==> src/rtl/core/slt_pkg.sv <==
// Shared types, codes and keyword tables of the small language tokenizer.
package slt_pkg;

	localparam int unsigned MAX_NAME = 1024;
	localparam int unsigned LEN_W = 11;
	localparam int unsigned VAL_W = 32;
	localparam int unsigned QUEUE_DEPTH = 3;

	typedef enum logic [4:0] {
		K_PLUS    = 5'd0,
		K_MINUS   = 5'd1,
		K_MULT    = 5'd2,
		K_DIV     = 5'd3,
		K_LT      = 5'd4,
		K_GT      = 5'd5,
		K_EQ      = 5'd6,
		K_NEQ     = 5'd7,
		K_ASSIGN  = 5'd8,
		K_LPAREN  = 5'd9,
		K_RPAREN  = 5'd10,
		K_NUMBER  = 5'd11,
		K_IDENT   = 5'd12,
		K_FOR     = 5'd13,
		K_DEFAULT = 5'd14,
		K_WRITE   = 5'd15,
		K_LBRACE  = 5'd16,
		K_RBRACE  = 5'd17,
		K_READ    = 5'd18,
		K_SEMI    = 5'd19,
		K_END     = 5'd20,
		K_UNKNOWN = 5'd21
	} tok_kind_t;

	typedef enum logic [2:0] {
		MODE_IDLE = 3'd0,
		MODE_EQ   = 3'd1,
		MODE_BANG = 3'd2,
		MODE_NUM  = 3'd3,
		MODE_NAME = 3'd4
	} mode_t;

	typedef enum logic [2:0] {
		KW_NONE    = 3'd0,
		KW_FOR     = 3'd1,
		KW_DEFAULT = 3'd2,
		KW_WRITE   = 3'd3,
		KW_READ    = 3'd4
	} kw_t;

	localparam logic [7:0] CH_EQ    = 8'h3D;
	localparam logic [7:0] CH_BANG  = 8'h21;
	localparam logic [7:0] CH_UNDER = 8'h5F;
	localparam logic [7:0] CH_ZERO  = 8'h30;

	typedef struct packed {
		tok_kind_t          kind;
		logic [VAL_W-1:0]   number_value;
		logic [LEN_W-1:0]   name_length;
		logic               last_of_run;
	} token_t;

	// Tokens handed from the lexer to the output queue at once: up to two, counted by n.
	typedef struct packed {
		logic [1:0]       n;
		token_t [1:0]     tok;
	} push_t;

	typedef struct packed {
		mode_t              mode;
		logic [VAL_W-1:0]   acc;
		logic [LEN_W-1:0]   count;
		kw_t                cand;
	} lex_state_t;

	localparam lex_state_t IDLE_STATE = '{MODE_IDLE, '0, '0, KW_NONE};

	function automatic token_t make_tok(tok_kind_t kind, logic [VAL_W-1:0] val,
			logic [LEN_W-1:0] len);
		token_t t;
		t.kind = kind;
		t.number_value = val;
		t.name_length = len;
		t.last_of_run = 1'b0;
		return t;
	endfunction

	function automatic logic [3:0] kw_len(kw_t k);
		logic [3:0] r;
		case (k)
			KW_FOR:     r = 4'd3;
			KW_DEFAULT: r = 4'd7;
			KW_WRITE:   r = 4'd5;
			KW_READ:    r = 4'd4;
			default:    r = 4'd0;
		endcase
		return r;
	endfunction

	function automatic logic [7:0] kw_char(kw_t k, logic [2:0] pos);
		logic [7:0] r;
		logic [7:0][7:0] txt;
		case (k)
			KW_FOR:     txt = {8'h00, 8'h00, 8'h00, 8'h00, 8'h00, "r", "o", "f"};
			KW_DEFAULT: txt = {8'h00, "t", "l", "u", "a", "f", "e", "d"};
			KW_WRITE:   txt = {8'h00, 8'h00, 8'h00, "e", "t", "i", "r", "w"};
			KW_READ:    txt = {8'h00, 8'h00, 8'h00, 8'h00, "d", "a", "e", "r"};
			default:    txt = '0;
		endcase
		r = txt[pos];
		return r;
	endfunction

	function automatic tok_kind_t kw_kind(kw_t k);
		tok_kind_t r;
		case (k)
			KW_FOR:     r = K_FOR;
			KW_DEFAULT: r = K_DEFAULT;
			KW_WRITE:   r = K_WRITE;
			KW_READ:    r = K_READ;
			default:    r = K_IDENT;
		endcase
		return r;
	endfunction

endpackage

==> src/rtl/core/slt_if.sv <==
// Handshake interfaces for the character input and the token output channels.
interface slt_char_if;
	logic       valid;
	logic       ready;
	logic [7:0] char_code;
	logic       end_mark;

	modport source (output valid, output char_code, output end_mark, input ready);
	modport sink (input valid, input char_code, input end_mark, output ready);
endinterface

interface slt_token_if;
	logic                 valid;
	logic                 ready;
	logic [4:0]           token_kind;
	logic signed [31:0]   number_value;
	logic [10:0]          name_length;
	logic                 last_of_run;

	modport source (output valid, output token_kind, output number_value,
		output name_length, output last_of_run, input ready);
	modport sink (input valid, input token_kind, input number_value,
		input name_length, input last_of_run, output ready);
endinterface

==> src/rtl/core/slt_lexer.sv <==
// Lexer state registers and the single-step token logic for one character.
module slt_lexer (
	input  logic            clk,
	input  logic            arst_n,
	input  logic            accept,
	input  logic [7:0]      char_code,
	input  logic            end_mark,
	output slt_pkg::push_t  push
);

	typedef struct packed {
		logic                 emit;
		slt_pkg::tok_kind_t   kind;
		slt_pkg::lex_state_t  st;
	} fresh_t;

	slt_pkg::lex_state_t st_q;
	slt_pkg::lex_state_t st_nxt;
	slt_pkg::lex_state_t ext_st;
	fresh_t              fr;
	slt_pkg::token_t     tok_a;
	slt_pkg::token_t     tok_b;
	logic                a_v;
	logic                b_v;
	logic                do_fresh;
	logic                is_digit;
	logic                is_word;

	function automatic fresh_t fresh_char(logic [7:0] c);
		fresh_t r;
		r.emit = 1'b0;
		r.kind = slt_pkg::K_UNKNOWN;
		r.st = slt_pkg::IDLE_STATE;
		if (c == " " || (c >= 8'h09 && c <= 8'h0D)) begin
			r.emit = 1'b0;
		end else begin
			case (c)
				"+": begin r.emit = 1'b1; r.kind = slt_pkg::K_PLUS; end
				"-": begin r.emit = 1'b1; r.kind = slt_pkg::K_MINUS; end
				"*": begin r.emit = 1'b1; r.kind = slt_pkg::K_MULT; end
				"/": begin r.emit = 1'b1; r.kind = slt_pkg::K_DIV; end
				"<": begin r.emit = 1'b1; r.kind = slt_pkg::K_LT; end
				">": begin r.emit = 1'b1; r.kind = slt_pkg::K_GT; end
				"(": begin r.emit = 1'b1; r.kind = slt_pkg::K_LPAREN; end
				")": begin r.emit = 1'b1; r.kind = slt_pkg::K_RPAREN; end
				"{": begin r.emit = 1'b1; r.kind = slt_pkg::K_LBRACE; end
				"}": begin r.emit = 1'b1; r.kind = slt_pkg::K_RBRACE; end
				";": begin r.emit = 1'b1; r.kind = slt_pkg::K_SEMI; end
				slt_pkg::CH_EQ:   r.st.mode = slt_pkg::MODE_EQ;
				slt_pkg::CH_BANG: r.st.mode = slt_pkg::MODE_BANG;
				default: begin
					if (c >= "0" && c <= "9") begin
						r.st.mode = slt_pkg::MODE_NUM;
						r.st.acc = {28'd0, c[3:0]};
					end else if ((c >= "a" && c <= "z") || (c >= "A" && c <= "Z") ||
							c == slt_pkg::CH_UNDER) begin
						r.st.mode = slt_pkg::MODE_NAME;
						r.st.count = 11'd1;
						case (c)
							"f":     r.st.cand = slt_pkg::KW_FOR;
							"d":     r.st.cand = slt_pkg::KW_DEFAULT;
							"w":     r.st.cand = slt_pkg::KW_WRITE;
							"r":     r.st.cand = slt_pkg::KW_READ;
							default: r.st.cand = slt_pkg::KW_NONE;
						endcase
					end else begin
						r.emit = 1'b1;
					end
				end
			endcase
		end
		return r;
	endfunction

	function automatic slt_pkg::token_t name_tok(slt_pkg::lex_state_t s);
		slt_pkg::tok_kind_t k;
		k = slt_pkg::K_IDENT;
		if (s.cand != slt_pkg::KW_NONE && s.count == {7'd0, slt_pkg::kw_len(s.cand)})
			k = slt_pkg::kw_kind(s.cand);
		return slt_pkg::make_tok(k, '0, s.count);
	endfunction

	assign fr = fresh_char(char_code);
	assign is_digit = char_code >= "0" && char_code <= "9";
	assign is_word = is_digit || char_code == slt_pkg::CH_UNDER ||
		(char_code >= "a" && char_code <= "z") || (char_code >= "A" && char_code <= "Z");

	// Name continuation: drop the keyword candidate once the text departs from it.
	always_comb begin
		ext_st = st_q;
		if (st_q.cand == slt_pkg::KW_NONE ||
				st_q.count >= {7'd0, slt_pkg::kw_len(st_q.cand)} ||
				slt_pkg::kw_char(st_q.cand, st_q.count[2:0]) != char_code)
			ext_st.cand = slt_pkg::KW_NONE;
		if (st_q.count < slt_pkg::LEN_W'(slt_pkg::MAX_NAME))
			ext_st.count = st_q.count + 11'd1;
	end

	always_comb begin
		st_nxt = slt_pkg::IDLE_STATE;
		a_v = 1'b0;
		tok_a = slt_pkg::make_tok(slt_pkg::K_UNKNOWN, '0, '0);
		do_fresh = 1'b0;
		if (end_mark) begin
			unique case (st_q.mode)
				slt_pkg::MODE_EQ: begin
					a_v = 1'b1;
					tok_a = slt_pkg::make_tok(slt_pkg::K_ASSIGN, '0, '0);
				end
				slt_pkg::MODE_BANG: a_v = 1'b1;
				slt_pkg::MODE_NUM: begin
					a_v = 1'b1;
					tok_a = slt_pkg::make_tok(slt_pkg::K_NUMBER, st_q.acc, '0);
				end
				slt_pkg::MODE_NAME: begin
					a_v = 1'b1;
					tok_a = name_tok(st_q);
				end
				default: a_v = 1'b0;
			endcase
		end else begin
			unique case (st_q.mode)
				slt_pkg::MODE_EQ: begin
					a_v = 1'b1;
					if (char_code == slt_pkg::CH_EQ) begin
						tok_a = slt_pkg::make_tok(slt_pkg::K_EQ, '0, '0);
					end else begin
						tok_a = slt_pkg::make_tok(slt_pkg::K_ASSIGN, '0, '0);
						do_fresh = 1'b1;
					end
				end
				slt_pkg::MODE_BANG: begin
					a_v = 1'b1;
					if (char_code == slt_pkg::CH_EQ)
						tok_a = slt_pkg::make_tok(slt_pkg::K_NEQ, '0, '0);
					else
						do_fresh = 1'b1;
				end
				slt_pkg::MODE_NUM: begin
					if (is_digit) begin
						st_nxt = st_q;
						st_nxt.acc = (st_q.acc << 3) + (st_q.acc << 1) +
							{28'd0, char_code[3:0]};
					end else begin
						a_v = 1'b1;
						tok_a = slt_pkg::make_tok(slt_pkg::K_NUMBER, st_q.acc, '0);
						do_fresh = 1'b1;
					end
				end
				slt_pkg::MODE_NAME: begin
					if (is_word) begin
						st_nxt = ext_st;
					end else begin
						a_v = 1'b1;
						tok_a = name_tok(st_q);
						do_fresh = 1'b1;
					end
				end
				default: do_fresh = 1'b1;
			endcase
			if (do_fresh)
				st_nxt = fr.st;
		end
	end

	assign b_v = end_mark || (do_fresh && fr.emit);
	assign tok_b = slt_pkg::make_tok(end_mark ? slt_pkg::K_END : fr.kind, '0, '0);

	always_comb begin
		push.n = 2'd0;
		push.tok[0] = tok_a;
		push.tok[1] = tok_b;
		if (a_v && b_v) begin
			push.n = 2'd2;
			push.tok[1].last_of_run = 1'b1;
		end else if (a_v) begin
			push.n = 2'd1;
			push.tok[0].last_of_run = 1'b1;
		end else if (b_v) begin
			push.n = 2'd1;
			push.tok[0] = tok_b;
			push.tok[0].last_of_run = 1'b1;
		end
		if (!accept)
			push.n = 2'd0;
	end

	always_ff @(posedge clk or negedge arst_n) begin
		if (!arst_n) begin
			st_q <= slt_pkg::IDLE_STATE;
		end else if (accept) begin
			st_q <= st_nxt;
		end
	end

endmodule

==> src/rtl/core/slt_token_queue.sv <==
// Short shifting token queue: takes up to two tokens a cycle, delivers one while out_ready is high.
module slt_token_queue (
	input  logic             clk,
	input  logic             arst_n,
	input  slt_pkg::push_t   push,
	output logic             has_room,
	output logic             out_valid,
	input  logic             out_ready,
	output slt_pkg::token_t  out_tok
);

	slt_pkg::token_t q_q [slt_pkg::QUEUE_DEPTH];
	slt_pkg::token_t q_nxt [slt_pkg::QUEUE_DEPTH];
	logic [1:0]      cnt_q;
	logic [1:0]      base;
	logic            pop;

	assign out_valid = cnt_q != 2'd0;
	assign out_tok = q_q[0];
	assign pop = out_valid && out_ready;
	// Room for a full two-token transaction is kept before taking a character.
	assign has_room = cnt_q <= 2'(slt_pkg::QUEUE_DEPTH - 2);
	assign base = cnt_q - {1'b0, pop};

	always_comb begin
		for (int i = 0; i < slt_pkg::QUEUE_DEPTH; i++) begin
			if (pop && i < slt_pkg::QUEUE_DEPTH - 1)
				q_nxt[i] = q_q[i + 1];
			else
				q_nxt[i] = q_q[i];
			if (push.n != 2'd0 && 2'(i) == base)
				q_nxt[i] = push.tok[0];
			if (push.n == 2'd2 && 2'(i) == base + 2'd1)
				q_nxt[i] = push.tok[1];
		end
	end

	always_ff @(posedge clk) begin
		for (int i = 0; i < slt_pkg::QUEUE_DEPTH; i++)
			q_q[i] <= q_nxt[i];
	end

	always_ff @(posedge clk or negedge arst_n) begin
		if (!arst_n) begin
			cnt_q <= 2'd0;
		end else begin
			cnt_q <= base + push.n;
		end
	end

endmodule

==> src/rtl/core/small_language_tokenizer_unit.sv <==
// Top level of the small language tokenizer.
// One character (or end mark) is taken per transaction and yields zero, one or two
// tokens, each delivered as its own output transaction with last_of_run set on the
// final token of that character. The lexer state updates in the cycle a character is
// accepted; its tokens are registered in a three-entry token queue and reach the
// output behind any tokens still waiting. Input ready stays high while the queue
// holds at most one token, so a stream that yields up to one token per character
// runs at one character per cycle while the output is ready, and characters that
// yield two tokens (a pending token closed by an operator, or a flush before the end
// token) hold off input until a token is taken. There are no configuration registers.
module small_language_tokenizer_unit (
	input  logic         clk,
	input  logic         arst_n,
	slt_char_if.sink     char_in,
	slt_token_if.source  token_out
);

	slt_pkg::push_t  push;
	slt_pkg::token_t out_tok;
	logic            has_room;
	logic            accept;

	assign char_in.ready = has_room;
	assign accept = char_in.valid && has_room;

	slt_lexer u_lexer (
		.clk       (clk),
		.arst_n    (arst_n),
		.accept    (accept),
		.char_code (char_in.char_code),
		.end_mark  (char_in.end_mark),
		.push      (push)
	);

	slt_token_queue u_queue (
		.clk       (clk),
		.arst_n    (arst_n),
		.push      (push),
		.has_room  (has_room),
		.out_valid (token_out.valid),
		.out_ready (token_out.ready),
		.out_tok   (out_tok)
	);

	assign token_out.token_kind = out_tok.kind;
	assign token_out.number_value = out_tok.number_value;
	assign token_out.name_length = out_tok.name_length;
	assign token_out.last_of_run = out_tok.last_of_run;

endmodule

==> src/flat_wrapper.sv <==
// flat-port wrapper written by rule: the top's interface ports become plain ports
module small_language_tokenizer_unit_flat 
  (clk, arst_n, char_in_valid, char_in_char_code, char_in_end_mark, char_in_ready, token_out_valid, token_out_token_kind, token_out_number_value, token_out_name_length, token_out_last_of_run, token_out_ready);
  slt_char_if char_in_i ();
  slt_token_if token_out_i ();
  input  logic clk;
  input  logic arst_n;
  input wire logic [$bits(char_in_i.valid)-1:0] char_in_valid;
  input wire logic [$bits(char_in_i.char_code)-1:0] char_in_char_code;
  input wire logic [$bits(char_in_i.end_mark)-1:0] char_in_end_mark;
  output wire logic [$bits(char_in_i.ready)-1:0] char_in_ready;
  output wire logic [$bits(token_out_i.valid)-1:0] token_out_valid;
  output wire logic [$bits(token_out_i.token_kind)-1:0] token_out_token_kind;
  output wire logic [$bits(token_out_i.number_value)-1:0] token_out_number_value;
  output wire logic [$bits(token_out_i.name_length)-1:0] token_out_name_length;
  output wire logic [$bits(token_out_i.last_of_run)-1:0] token_out_last_of_run;
  input wire logic [$bits(token_out_i.ready)-1:0] token_out_ready;
  assign char_in_i.valid = char_in_valid;
  assign char_in_i.char_code = char_in_char_code;
  assign char_in_i.end_mark = char_in_end_mark;
  assign char_in_ready = char_in_i.ready;
  assign token_out_valid = token_out_i.valid;
  assign token_out_token_kind = token_out_i.token_kind;
  assign token_out_number_value = token_out_i.number_value;
  assign token_out_name_length = token_out_i.name_length;
  assign token_out_last_of_run = token_out_i.last_of_run;
  assign token_out_i.ready = token_out_ready;
  small_language_tokenizer_unit u_core (.clk(clk), .arst_n(arst_n), .char_in(char_in_i), .token_out(token_out_i));
endmodule
==> config.mk <==
export PLATFORM = sky130hd
export DESIGN_NAME = small_language_tokenizer_unit_flat
export DESIGN_NICKNAME = d
export VERILOG_FILES = /design/src/rtl/core/slt_pkg.sv /design/src/rtl/core/slt_if.sv /design/src/rtl/core/slt_lexer.sv /design/src/rtl/core/slt_token_queue.sv /design/src/rtl/core/small_language_tokenizer_unit.sv /design/src/flat_wrapper.sv
export SDC_FILE = /design/constraint.sdc
export NUM_CORES = 1
export LEC_CHECK = 0
export ABC_AREA = 1
export ABC_CLOCK_PERIOD_IN_PS = 5500
export BUFFER_PORTS_ARGS = -buffer_cell sky130_fd_sc_hd__buf_2
export CAP_MARGIN = 20
export CORE_MARGIN = 3
export CORE_UTILIZATION = 50
export CTS_BUF_LIST = sky130_fd_sc_hd__clkbuf_8 sky130_fd_sc_hd__clkbuf_16
export CTS_CLUSTER_DIAMETER = 40
export CTS_CLUSTER_SIZE = 20
export DETAILED_ROUTE_END_ITERATION = 8
export GPL_TIMING_DRIVEN = 0
export PLACE_DENSITY = 0.71
export SLEW_MARGIN = 10
export SYNTH_ARGS = -nofsm -noshare
export SYNTH_HDL_FRONTEND = slang
export SYNTH_SLANG_ARGS = --single-unit
==> constraint.sdc <==
create_clock -name clk -period 5.5 [get_ports clk]
set_input_delay 1.1 -clock clk [delete_from_list [all_inputs] [get_ports clk]]
set_output_delay 1.1 -clock clk [all_outputs]
set_load 0.02 [all_outputs]
# Yosys cells after proc, flatten, opt, wreduce, memory -nomap -nowiden
# Memories as Yosys holds them, arrays and structs flattened.
# Cells that the tools add are included.
classes:
  mux: 67
  order_cmp: 12
  eq_ne: 39
  n_addsub: 6
  n_reduce_logical: 40
ops:
  columns: ["operator", "n"]
  rows:
  - ["$mux 49", 18]
  - ["$pmux 55 s4", 1]
  - ["$pmux 49 s4", 1]
  - ["$pmux 49 s3", 1]
  - ["$pmux 49 s2", 1]
  - ["$eq 8x6->1 const B", 12]
  - ["$mux 48", 2]
  - ["$eq 8x7->1 const B", 7]
  - ["$pmux 5 s11", 1]
  - ["$mux 54", 1]
  - ["$add 32x32->32", 1]
  - ["$add 32x4->32", 1]
  - ["$mux 4", 8]
  - ["$bmux 8 s3", 1]
  - ["$pmux 3 s4", 2]
  - ["$eq 11x4->1", 2]
  - ["$pmux 5 s4", 1]
  - ["$mux 18", 1]
  - ["$ge 8x7->1 const B", 2]
  - ["$le 8x7->1 const B", 2]
  - ["$logic_and 1x1->1", 16]
  - ["$mux 5", 3]
  - ["$mux 1", 13]
  - ["$reduce_or 13->1", 1]
  - ["38 further kinds", 65]
totals:
  n_memories: 1
  inputBits: 13
  ram_bits: 147
  word_cells: 170
  output_inout_bits: 51
  register_bits: 51
memory_table:
  columns: ["memory", "depth", "word_bits", "read_ports", "rd_ports_with_merged_regs", "wr", "line_no", "source"]
  rows:
  - ["u_core.u_queue.q_q", 3, 49, 3, 0, 3, "slt_token_queue.sv:12", "slt_pkg::token_t q_q [slt_pkg::QUEUE_DEPTH];"]

# Longest topological paths before layout
# Gate-level depths: netlist (run 1).
depth:
  word_depth: 19
  depth_mapped: 22
  depth_no_buf: 20

# By module
# A second synthesis (run 1) with hierarchy kept.
hier_totals:
  hier_cells: 1892
  area_unflattened_um2: 14360.0
modules_own_cells:
  columns: ["mod", "seq_area_each_um2", "n_inst", "area_per_inst_um2", "cells_per_inst"]
  rows:
  - ["slt_token_queue", 4464.3, 1, 8114.0, 935]
  - ["slt_lexer", 1226.2, 1, 6238.5, 955]
  - ["small_language_tokenizer_unit", 0.0, 1, 7.5, 2]

# Least setup slack after synthesis (run 1)
# OpenSTA, ideal clock, no wires.
synth_timing:
  path_type: "in2reg"
  start: "input port char_in_char_code[1]"
  end: "memory u_core.u_queue.q_q[0][44] in the netlist's numbering (data pin)"
  cell_stages: 21
  arrival_ns: 3.427
  path_buffers: 2
  required_time_ns: 5.248
  setup_slack_ns: 1.820
  setup_ns: 0.252
  cell_sequence: "buf_6 nor2_4 nand2_1 o21ai_0 inv_1 nand2_2 nand2_2 nor2_1 nand2_1 nand2_1 ha_1 inv_1 nor2_2 inv_1 nor2_1 inv_1 nor3_4 clkbuf_1 nor2_1 nand2_1 nand2_1"
synth_lines:
  columns: ["item", "line_no", "source"]
  rows:
  - ["start, declared", "flat_wrapper.sv:9", "input wire logic [$bits(char_in_i.char_code)-1:0] char_in_char_code;"]
  - ["end, declared", "slt_token_queue.sv:12", null]

==> flow_summary_export.csv, run 1 <==
group,metric,value,unit
outcome,status,"completed",
cells_and_area,finalNetCount,1868,
logic_synthesis,muxShareOfSynthArea,0,
placed_design,port_buffers,63,
timing,min_period,4.14,ns
die,die_area,26500,um2
logic_synthesis,syn-num-nets,1786,
setup_path,regToRegStartpoint,"u_core.u_lexer.ext_st[48]$_DFFE_PN0P_",
cts,cts_tree,"done",
setup_path,cp.required,5.80,ns
drt,vias_per_cell,5.49,
power,p_leak,6.05,nW
grt,grt_busiest_layer,"met2",
logic_synthesis,syn_area,12300,um2
cells_and_area,fin_cells,2120,
setup_path,start_kind,"input port",
placed_design,dpl.hpwl,26000,um
grt,antenna_found_initial,0,
cells_and_area,layout_commonest_cell,"nand2_1",
grt,grt_pass1_vias,10803,
drt,drc_errors,0,
cts,cts_hold_buffers,0,
logic_synthesis,synth.avg_cell_area,7.22,um2
timing,slew_headroom,0.514,
cts,clk_pin_slew,0.08,ns
power,p_total,5.05,mW
setup_path,crit_type,"input port to register",
setup_path,cpPeakStageDelay,0.39,ns
cells_and_area,n_antenna_cell,0,
cells_and_area,drive_gt1_frac,0.130,
cts,cts_buffers,17,
cts,clkSinkCount,198,
run,drv_cap,0,
setup_path,cp_num_buf_inv,5,
logic_synthesis,synth-async-reset-ratio,0.258,
cts,cts_setup_buffers,0,
cts,cts-root-buf,"clkbuf_16",
grt,met2_usage,0.390,
placed_design,dp_cells,2088,
logic_synthesis,yosysUniqueCellTypes,52,
drt,ant_nets,0,
logic_synthesis,yosysWarnings,0,
timing,finClkSkew,0.0172,ns
die,core-area,23800,um2
drt,wire_per_inst,15.8,um
logic_synthesis,synth_top_family_by_area,"simple AND/OR/NAND/NOR gates",
grt,grt_max_degree,52,
timing,setup_violations,0,
drt,finalWirelength,33400,um
cells_and_area,nFillCells,2312,
logic_synthesis,postSynthCellCount,1706,
timing,rsz0062_at_grt,"false",
cells_and_area,area_delta_synth_final,10.9,%
logic_synthesis,synth-compound-area-share,0.184,
logic_synthesis,synth-edff-count,18,
die,die_x,163,um
setup_path,setup.worst_path.end_class,"register",
grt,grt-ovfl-total,0,
cts,clockBufferDepth,2,
power,powerDensity,370,nW/um2
placed_design,dp_slack,0.937,ns
drt,first_iter_violations,936,
timing,clock.fmax,242,MHz
logic_synthesis,synth_xor_area_frac,0.0149,
die,num_io_pins,64,
cells_and_area,fin_util,0.573,
cts,h-tree-depth,4,
logic_synthesis,synthAdderAreaFrac,0.0693,
power,ir_drop,0.231,mV
setup_path,cp_cell_sequence,"buf_2, inv_1, nand2_1, nor2_1, nand4_1, nand2_1, nor2_1, nand2_1, nand2_1, ha_1, inv_1, nor2_2, nor2_4, nor3_4, nor2_4, clkinv_1, buf_2, o211ai_1, a21oi_1",
timing,tightest_slew,0.729,ns
die,floorplan.rows,56,
cts,worstSkewPairLatency,0.45,ns
setup_path,critPathMostFrequentCell,"nand2_1",
logic_synthesis,synth_seq_area_share,0.357,
setup_path,crit_fanout,10,
drt,via_count,11638,
timing,period_share,0.753,
setup_path,crit_slowest_cell,"nor2_1",
worst_hold_path,hold_path.class,"register to register",
setup_path,arrival,4.44,ns
worst_hold_path,hold_path_startpoint,"u_core.u_queue.q_q[0][43]$_SDFFE_PP0P_",
logic_synthesis,yosys.area_share.simple,0.272,
logic_synthesis,yosys_register_bits,198,
grt,use_met3,0.0275,
timing,final_hold_viol_count,0,
die,fp.dieH,163,um
timing,drv_slew,0,
cells_and_area,final_cell_mix,"436 x nand2_1, 143 x nand3_1, 129 x dfxtp_1, 125 x nor2_1, 124 x o21ai_0",
cts,cts_resized,0,
grt,grt_first_pass_wirelength,54900,um
timing,setup_ws,1.36,ns
die,initial_core_util,0.517,
grt,grtUsageTotal,0.253,
placed_design,gp_congestion,0.952,
setup_path,crit_family,"simple AND/OR/NAND/NOR gates",
setup_path,worstSetupStartpoint,"char_in_char_code[7]",
logic_synthesis,ys.flop_type,"dfxtp_1",
timing,setup-tns-final,0,ns
drt,dr.pass1.iters,5,
grt,grt_util_met1,0.379,
power by group:
group | switching [mW] | internal, mW
Combinational | 1.16 | 0.661
Sequential | 0.124 | 1.77
Clock | 0.686 | 0.640
Total | 1.97 | 3.08
flip-flops by register name, indices dropped and copies added (netlist names):
signal and count:
u_core.u_lexer.st_q 14, u_core.u_lexer.ext_st 35, u_core.u_queue.q_q 147, u_core.u_queue.cnt_q 2
synth_stat cells (11+ instances only):
cell | count | area [um2]
nor2_1 | 125 | 469
ha_1 | 65 | 813
edfxtp_1 | 18 | 541
o211ai_1 | 65 | 488
dfxtp_1 | 129 | 2580
inv_1 | 118 | 443
o22ai_1 | 25 | 156
dfrtp_1 | 51 | 1280
buf_2 | 26 | 130
o21ai_0 | 124 | 621
nand3_1 | 143 | 716
inv_2 | 11 | 41.3
buf_4 | 55 | 413
nand2_1 | 436 | 1640
o21ai_1 | 15 | 75.1
a22oi_1 | 11 | 82.6
a21oi_1 | 113 | 566
xor2_1 | 13 | 114
nand4_1 | 15 | 93.8
clkbuf_1 | 37 | 139
path summary, 6_finish.rpt:
check | endpoint | slack [ns] | cells past startpoint
max | u_core.u_queue.q_q[0][23]$_SDFFE_PP0P_ | 1.36 | 19
min | u_core.u_queue.q_q[0][43]$_SDFFE_PP0P_ | 0.47 | 2
max reg2reg | u_core.u_queue.q_q[0][47]$_DFFE_PP_ | 1.95 | 19
min reg2reg | u_core.u_queue.q_q[0][43]$_SDFFE_PP0P_ | 0.47 | 2
max in group asynchronous | u_core.u_lexer.ext_st[43]$_DFFE_PN0P_ | 4.30 | 1
min in group asynchronous | u_core.u_lexer.st_q[2]$_DFFE_PN0P_ | 0.69 | 1
worst min-delay path, stage by stage, from the launching register on:
cell,delay [ns]
dfxtp_1,0.31
nand2_1,0.06
a21oi_1,0.05
logic make-up after synthesis:
family,after synthesis
AO/OA/AOI/OAI,387
buffers and inverters,260
adder cells (fa/ha/maj),67
flip-flops,198
XOR/XNOR,21
AND/OR/NAND/NOR,773
routing by layer:
metal	vias up	wire length [um]
met5	-	0
met4	0	659
met3	50	1750
met2	358	14400
met1	5342	16500
li1	5888	-
stage by stage:
| stage | hold slack [ns] | area (um2) |
|---|---|---|
| finish | 0.465 | 13700 |
| global route | 0.484 | 13700 |
| CTS | 0.468 | 13700 |
| detailed placement | 0.456 | 13000 |
| global placement | 0.452 | 13000 |
| floorplan | 0.442 | 12300 |
area by class of cell:
type | instances | area, um2 | area share
repair buffers | 63 | 318 | 0.0233
inverters | 132 | 498 | 0.0365
flip-flops and latches | 198 | 4400 | 0.322
multi-input cells | 1248 | 6650 | 0.487
clock inverters | 15 | 204 | 0.0149
well taps | 319 | 399 | 0.0292
clock buffers | 17 | 425 | 0.0311
plain buffers | 128 | 764 | 0.0560
(Power assumes the default switching activity.)
==> run 2, diff against run 1 <==
--- a/config.mk
+++ b/config.mk
@@ -5,8 +5,8 @@
 export SDC_FILE = /design/constraint.sdc
 export NUM_CORES = 1
 export LEC_CHECK = 0
-export ABC_AREA = 1
-export ABC_CLOCK_PERIOD_IN_PS = 5500
+export ABC_AREA = 0
+export ABC_CLOCK_PERIOD_IN_PS = 3400
 export BUFFER_PORTS_ARGS = -buffer_cell sky130_fd_sc_hd__buf_2
 export CAP_MARGIN = 20
 export CORE_MARGIN = 3
@@ -16,7 +16,7 @@
 export CTS_CLUSTER_SIZE = 20
 export DETAILED_ROUTE_END_ITERATION = 8
 export GPL_TIMING_DRIVEN = 0
-export PLACE_DENSITY = 0.71
+export PLACE_DENSITY = 0.74
 export SLEW_MARGIN = 10
 export SYNTH_ARGS = -nofsm -noshare
 export SYNTH_HDL_FRONTEND = slang
==> constraint.sdc (replaced) <==
create_clock -name clk -period 3.4 [get_ports clk]
set_input_delay 0.68 -clock clk [delete_from_list [all_inputs] [get_ports clk]]
set_output_delay 0.68 -clock clk [all_outputs]
set_load 0.02 [all_outputs]
==> flow_summary_export.csv, run 2 <==
group,metric,value,unit
timing,rsz0062_at_grt,"true",
timing,period_share,0.965,
logic_synthesis,synth-edff-count,18,
cts,clockBufferDepth,2,
power,p_total,8.48,mW
placed_design,gp_congestion,0.911,
cells_and_area,layout_commonest_cell,"dfxtp_1",
cells_and_area,largest_reg_flops,147,
timing,tightest_slew,0.891,ns
setup_path,arrival,3.60,ns
logic_synthesis,synth.most_common_cell,"dfxtp_1",
setup_path,rr_endpoint,"u_core.u_lexer.ext_st[39]$_DFFE_PN0P_",
drt,finalWirelength,31500,um
logic_synthesis,syn_area,11600,um2
logic_synthesis,synth_top_area_frac,0.223,
setup_path,cp.required,3.72,ns
worst_hold_path,hold_path.class,"input port to asynchronous set/reset pin",
setup_path,cp_cell_sequence,"buf_2, buf_4, or4b_4, a21oi_4, o21ai_2, a41oi_2, inv_2, ha_4, nor3b_2, and3_2, buf_2, clkbuf_4, a211oi_1",
cts,cts_tree,"done",
timing,final_hold_viol_count,0,
grt,grt_max_degree,27,
drt,drc_errors,0,
die,die_area,25000,um2
setup_path,critPathMostFrequentCell,"buf_2",
logic_synthesis,syn-num-nets,1348,
placed_design,dp_cells,1615,
cells_and_area,nFillCells,2003,
setup_path,setup.worst_path.end_class,"register",
logic_synthesis,yosysWarnings,0,
logic_synthesis,ys.flop_type,"dfxtp_1",
die,initial_core_util,0.510,
cells_and_area,fin_cells,1657,
setup_path,crit_slowest_cell,"or4b_4",
die,die_x,158,um
grt,antenna_found_initial,0,
timing,drv_slew,0,
cts,cts-root-buf,"clkbuf_16",
timing,setup_violations,0,
drt,first_iter_violations,841,
grt,grt-ovfl-total,0,
placed_design,port_buffers,61,
placed_design,dp_slack,-1.04,ns
drt,wire_per_inst,19.0,um
power,ir_drop,0.310,mV
cts,clkSinkCount,198,
placed_design,placed_area,12400,um2
timing,slew_headroom,0.406,
cells_and_area,n_antenna_cell,0,
setup_path,cp_num_buf_inv,5,
placed_design,dpl.hpwl,23300,um
cells_and_area,final_area,13300,um2
die,core-area,22700,um2
timing,clock.fmax,305,MHz
setup_path,regToRegStartpoint,"u_core.u_lexer.ext_st[14]$_DFFE_PN0P_",
cells_and_area,top_register,"u_core.u_queue.q_q",
die,floorplan.rows,55,
power,powerDensity,639,nW/um2
power,p_leak,5.90,nW
setup_path,crit_type,"input port to register",
setup_path,start_kind,"input port",
setup_path,crit_fanout,10,
drt,via_count,10297,
cells_and_area,drive_gt1_frac,0.186,
outcome,status,"completed",
timing,finClkSkew,0.0103,ns
cts,worstSkewPairLatency,0.44,ns
grt,grtUsageTotal,0.251,
logic_synthesis,postSynthCellCount,1268,
logic_synthesis,synthTopCellsByArea,"dfxtp_1 22%, dfrtp_1 11%, mux2i_1 7.6%, ha_1 7.0%, a211oi_1 6.0%",
run,drv_cap,0,
setup_path,crit_family,"simple AND/OR/NAND/NOR gates",
logic_synthesis,synth.avg_cell_area,9.13,um2
cts,clk_pin_slew,0.07,ns
logic_synthesis,synth-async-reset-ratio,0.258,
die,num_io_pins,64,
drt,ant_nets,0,
logic_synthesis,yosys_register_bits,198,
cells_and_area,area_delta_synth_final,14.7,%
die,fp.dieH,158,um
logic_synthesis,netlist_top_cells_count,"129 x dfxtp_1, 121 x a21oi_1, 92 x a211oi_1",
cts,cts_buffers,17,
logic_synthesis,synth_top_area_cell,"dfxtp_1",
cts,h-tree-depth,4,
setup_path,r2r_slack,0.14,ns
setup_path,rr_worst_depth,11,
timing,min_period,3.28,ns
cells_and_area,finalNetCount,1439,
logic_synthesis,synth_seq_area_share,0.380,
grt,grt_pass1_vias,9630,
setup_path,cpPeakStageDelay,0.50,ns
cells_and_area,final_cell_mix,"129 x dfxtp_1, 107 x a21oi_1, 89 x nand2_1, 88 x mux2i_1, 87 x a211oi_1",
logic_synthesis,yosysUniqueCellTypes,71,
timing,setup-tns-final,0,ns
cts,cts_hold_buffers,0,
drt,vias_per_cell,6.21,
grt,grt_first_pass_wirelength,50300,um
timing,setup_ws,0.120,ns
drt,dr.pass1.iters,5,
run 2: cell count changes in the layout (fill, tap and decap cells not counted), moves of 43 or more:
cell,delta
a32o_1,+43
mux2i_1,+88
a211oi_1,+87
nand2_1,-347
o211ai_1,-62
o21ai_0,-57
nor2_1,-79
nand3_1,-129
inv_1,-93
run 2: layer usage:
metal | global-route usage | vias to the layer above | wire (um) | part of all wire
met4 | 0.0746 | 0 | 547 | 0.017
met5 | 0 | - | 0 | 0
li1 | - | 4873 | - | -
met3 | 0.0426 | 43 | 2140 | 0.068
met1 | 0.348 | 5013 | 14100 | 0.45
met2 | 0.403 | 368 | 14800 | 0.47
run 2: worst max path at each step:
stage	startpoint	to	slack, ns	cells after the start
detailed placement	char_in_char_code[3]	u_core.u_queue.q_q[0][117]$_SDFFE_PP0P_	-1.04	13
finish	char_in_char_code[3]	u_core.u_queue.q_q[0][38]$_SDFFE_PP0P_	0.12	13
global placement	char_in_char_code[3]	u_core.u_queue.q_q[0][98]$_DFFE_PP_	-0.99	13
CTS	char_in_char_code[3]	u_core.u_queue.q_q[0][24]$_SDFFE_PP0P_	0.001	14
global route	char_in_char_code[1]	u_core.u_queue.q_q[0][79]$_SDFFE_PP0P_	-0.05	13
floorplan	char_in_char_code[3]	u_core.u_lexer.ext_st[39]$_DFFE_PN0P_	0.006	10
run 2: area by class of cell:
type                            instances  area [um2]  area share
Clock inverter                         14         113     0.00848
Inverter                               27         101     0.00763
Buffer                                146         842      0.0634
Clock buffer                           18         439      0.0331
Sequential cell                       198        4400       0.331
Multi-Input combinational cell        895        6600       0.497
Timing Repair Buffer                   74         428      0.0322
Tap cell                              285         357      0.0268
run 2: stage by stage:
step,utilization,hold WS (ns)
floorplan,-,0.384
global placement,0.543,0.446
detailed placement,0.544,0.453
CTS,0.577,0.280
global route,0.585,0.304
finish,0.585,0.271
run 2: where the power goes:
part           switching (mW)  total [mW]  leakage, nW  internal, mW
Clock                   0.976        1.95        0.270         0.977
Sequential              0.321        3.30         1.94          2.98
Combinational            1.80        3.23         3.69          1.43
run 2: logic make-up (layout without fill, tap and decap cells):
kind of cell | Yosys count | in the layout | share of synthesized area
compound gates | 440 | 440 | 0.255
simple gates | 261 | 261 | 0.112
flops | 198 | 198 | 0.380
buf+inv | 175 | 279 | 0.0736
mux | 92 | 92 | 0.0799
fa+ha+maj | 67 | 67 | 0.0737
xor+xnor | 35 | 35 | 0.0265
run 2: worst register-to-register path, stage by stage (launching register included):
cell	delay, ns
dfrtp_2	0.45
fa_1	0.49
ha_1	0.36
a211oi_4	0.26
o21ai_1	0.14
a311oi_2	0.27
buf_4	0.18
o21ai_2	0.12
o31a_1	0.39
a41oi_2	0.24
xnor2_1	0.14
o21ai_0	0.09
run 2: repair_timing:
action                     CTS  global route
buffers inserted             4             8
pin swaps                    2            10
setup endpoints to repair  167           165
gates cloned                 0             0
gates resized for setup     49            51
==> run 3, diff against run 2 <==
--- a/config.mk
+++ b/config.mk
@@ -17,6 +17,7 @@
 export DETAILED_ROUTE_END_ITERATION = 8
 export GPL_TIMING_DRIVEN = 0
 export PLACE_DENSITY = 0.74
+export REMOVE_ABC_BUFFERS = 1
 export SLEW_MARGIN = 10
 export SYNTH_ARGS = -nofsm -noshare
 export SYNTH_HDL_FRONTEND = slang
==> flow_summary_export.csv, run 3 (synthesis results as in run 2) <==
group,metric,value,unit
setup_path,setup.worst_path.end_class,"register",
drt,finalWirelength,30500,um
power,switching_share,0.361,
cts,clkSinkCount,198,
cts,cts_buffers,17,
timing,setup_ws,0.0602,ns
cells_and_area,layout_commonest_cell,"dfxtp_1",
drt,dr.max_layer_used,"met4",
cts,cts-root-buf,"clkbuf_16",
setup_path,r2r_slack,0.13,ns
power,pwr-share-clk,0.258,
timing,slew_headroom,0.382,
placed_design,port_buffers,63,
drt,wl_met3,1920,um
setup_path,rr_worst_depth,11,
drt,wire_per_inst,19.7,um
power,intPower,5.44,mW
power,p_comb_frac,0.358,
cts,worstSkewPairLatency,0.44,ns
setup_path,start_kind,"input port",
grt,grt_pass1_vias,9218,
grt,grt-ovfl-total,0,
timing,tightest_slew,0.924,ns
timing,clock.fmax,299,MHz
die,initial_core_util,0.510,
power,p_leak,5.75,nW
timing,period_share,0.982,
drt,drc_errors,0,
setup_path,crit_type,"input port to register",
drt,first_iter_violations,1017,
drt,routed-wl-met2,14500,um
power,powerDensity,655,nW/um2
cts,cts_tree,"done",
grt,grt_max_degree,52,
die,core-area,22700,um2
setup_path,cp.required,3.57,ns
die,fp.dieH,158,um
cts,clockBufferDepth,2,
setup_path,rr_endpoint,"u_core.u_queue.q_q[0][46]$_DFFE_PP_",
worst_hold_path,hold_path.class,"input port to asynchronous set/reset pin",
timing,setup_violations,0,
drt,vias_per_cell,6.42,
timing,setup-tns-final,0,ns
cts,cts_hold_buffers,0,
grt,grtUsageTotal,0.238,
cells_and_area,regArea,4400,um2
grt,antenna_found_initial,0,
timing,drv_slew,0,
cells_and_area,area_delta_synth_final,12.1,%
timing,final_hold_viol_count,0,
grt,grt_first_pass_wirelength,48000,um
drt,dr.pass1.iters,6,
outcome,status,"completed",
cells_and_area,final_cell_mix,"129 x dfxtp_1, 119 x a21oi_1, 91 x a211oi_1, 88 x nand2_1, 88 x mux2i_1",
die,die_area,25000,um2
run,drv_cap,0,
drt,met1_length,13300,um
die,floorplan.rows,55,
drt,via_count,9960,
cells_and_area,largest_reg_flops,147,
cts,h-tree-depth,4,
placed_design,dp_slack,-1.35,ns
cts,clk_pin_slew,0.07,ns
timing,min_period,3.34,ns
die,die_x,158,um
cells_and_area,multi_input_area,6620,um2
timing,finClkSkew,0.0101,ns
cells_and_area,top_register,"u_core.u_queue.q_q",
setup_path,arrival,3.51,ns
power,seqPwrFrac,0.384,
cells_and_area,drive_gt1_frac,0.153,
power,p_switching,3.07,mW
power,ir_drop,0.566,mV
die,num_io_pins,64,
placed_design,dpl.hpwl,17900,um
cells_and_area,nFillCells,1907,
cells_and_area,finalNetCount,1332,
setup_path,regToRegStartpoint,"u_core.u_queue.cnt_q[1]$_DFF_PN0_",
drt,ant_nets,0,
placed_design,gp_congestion,0.901,
setup_path,crit_fanout,20,
[run 3: cell count changes in the layout (fill, tap and decap cells not counted), moves of 4 or more]
cell / before / now
clkbuf_8: 4 / 0
clkbuf_1: 57 / 0
a21oi_1: 107 / 119
buf_16: 0 / 5
buf_6: 1 / 5
buf_4: 64 / 34
a211oi_1: 87 / 91
a21oi_2: 13 / 1
buf_2: 68 / 57
clkbuf_4: 6 / 0
clkbuf_2: 12 / 0
buf_1: 6 / 0
[run 3: final cells by class]
| class | instances | area share |
|---|---|---|
| multi-input cells | 901 | 0.510 |
| repair buffers | 107 | 0.0673 |
| diodes | 1 | 0.000193 |
| clock inverters | 14 | 0.0141 |
| inverters | 27 | 0.00780 |
| flip-flops and latches | 198 | 0.339 |
| well taps | 285 | 0.0275 |
| clock buffers | 18 | 0.0347 |
[run 3: worst max-delay path, stage by stage]
cell,delay [ns]
buf_6,0.14
or4b_4,0.54
a21oi_2,0.15
o21ai_2,0.10
a41oi_2,0.25
inv_1,0.13
ha_4,0.34
nor2_4,0.08
or4_4,0.47
buf_16,0.15
nor2b_2,0.18
a22oi_1,0.15
o21ai_1,0.12
[run 3: routing by layer]
layer | vias to the layer above | global-route usage
met3 | 59 | 0.0446
met5 | - | 0
li1 | 4694 | -
met4 | 0 | 0.0873
met2 | 362 | 0.387
met1 | 4845 | 0.316
[run 3: repair_timing]
action / CTS / global route
pin swaps: 11 / 13
setup endpoints to repair: 163 / 136
resized for setup: 37 / 18
setup buffers: 16 / 10
cloned: 6 / 2
[run 3: how the worst max path moves through the flow]
stage	startpoint	to	slack [ns]	depth (start not counted)
after floorplan	u_core.u_queue.cnt_q[1]$_DFF_PN0_	u_core.u_queue.q_q[0][142]$_DFFE_PP_	-5.03	9
after global placement	token_out_ready	u_core.u_queue.q_q[0][143]$_DFFE_PP_	-11.48	8
after detailed placement	char_in_char_code[0]	u_core.u_queue.q_q[0][44]$_DFFE_PP_	-1.35	12
after CTS	u_core.u_lexer.ext_st[14]$_DFFE_PN0P_	u_core.u_lexer.ext_st[39]$_DFFE_PN0P_	0.01	10
after global routing	char_in_char_code[0]	u_core.u_queue.q_q[0][44]$_DFFE_PP_	-0.02	12
final	char_in_char_code[0]	u_core.u_queue.q_q[0][46]$_DFFE_PP_	0.06	13
[run 3: power groups by stage]
| stage | Sequential, mW | Combinational, mW | Clock, mW |
|---|---|---|---|
| 6_report | 3.27 | 3.05 | 2.19 |
| 3_3_place_gp | 3.31 | 2.76 | 0 |
| 5_1_grt | 3.34 | 3.33 | 2.31 |
| 3_5_place_dp | 3.32 | 2.66 | 0 |
| 2_1_floorplan | 3.56 | 1.76 | 0 |
| 4_1_cts | 3.27 | 2.94 | 2.21 |
[run 3: stage by stage]
step,total power [mW],std cells,hold WS [ns],utilization,cell area [um2]
after floorplan,5.32,1120,0.384,-,10800
after global placement,6.07,1468,0.445,0.507,11500
after detailed placement,5.97,1484,0.453,0.521,11800
after CTS,8.42,1538,0.318,0.564,12800
after global routing,8.98,1550,0.339,0.572,13000
final,8.51,1551,0.285,0.572,13000
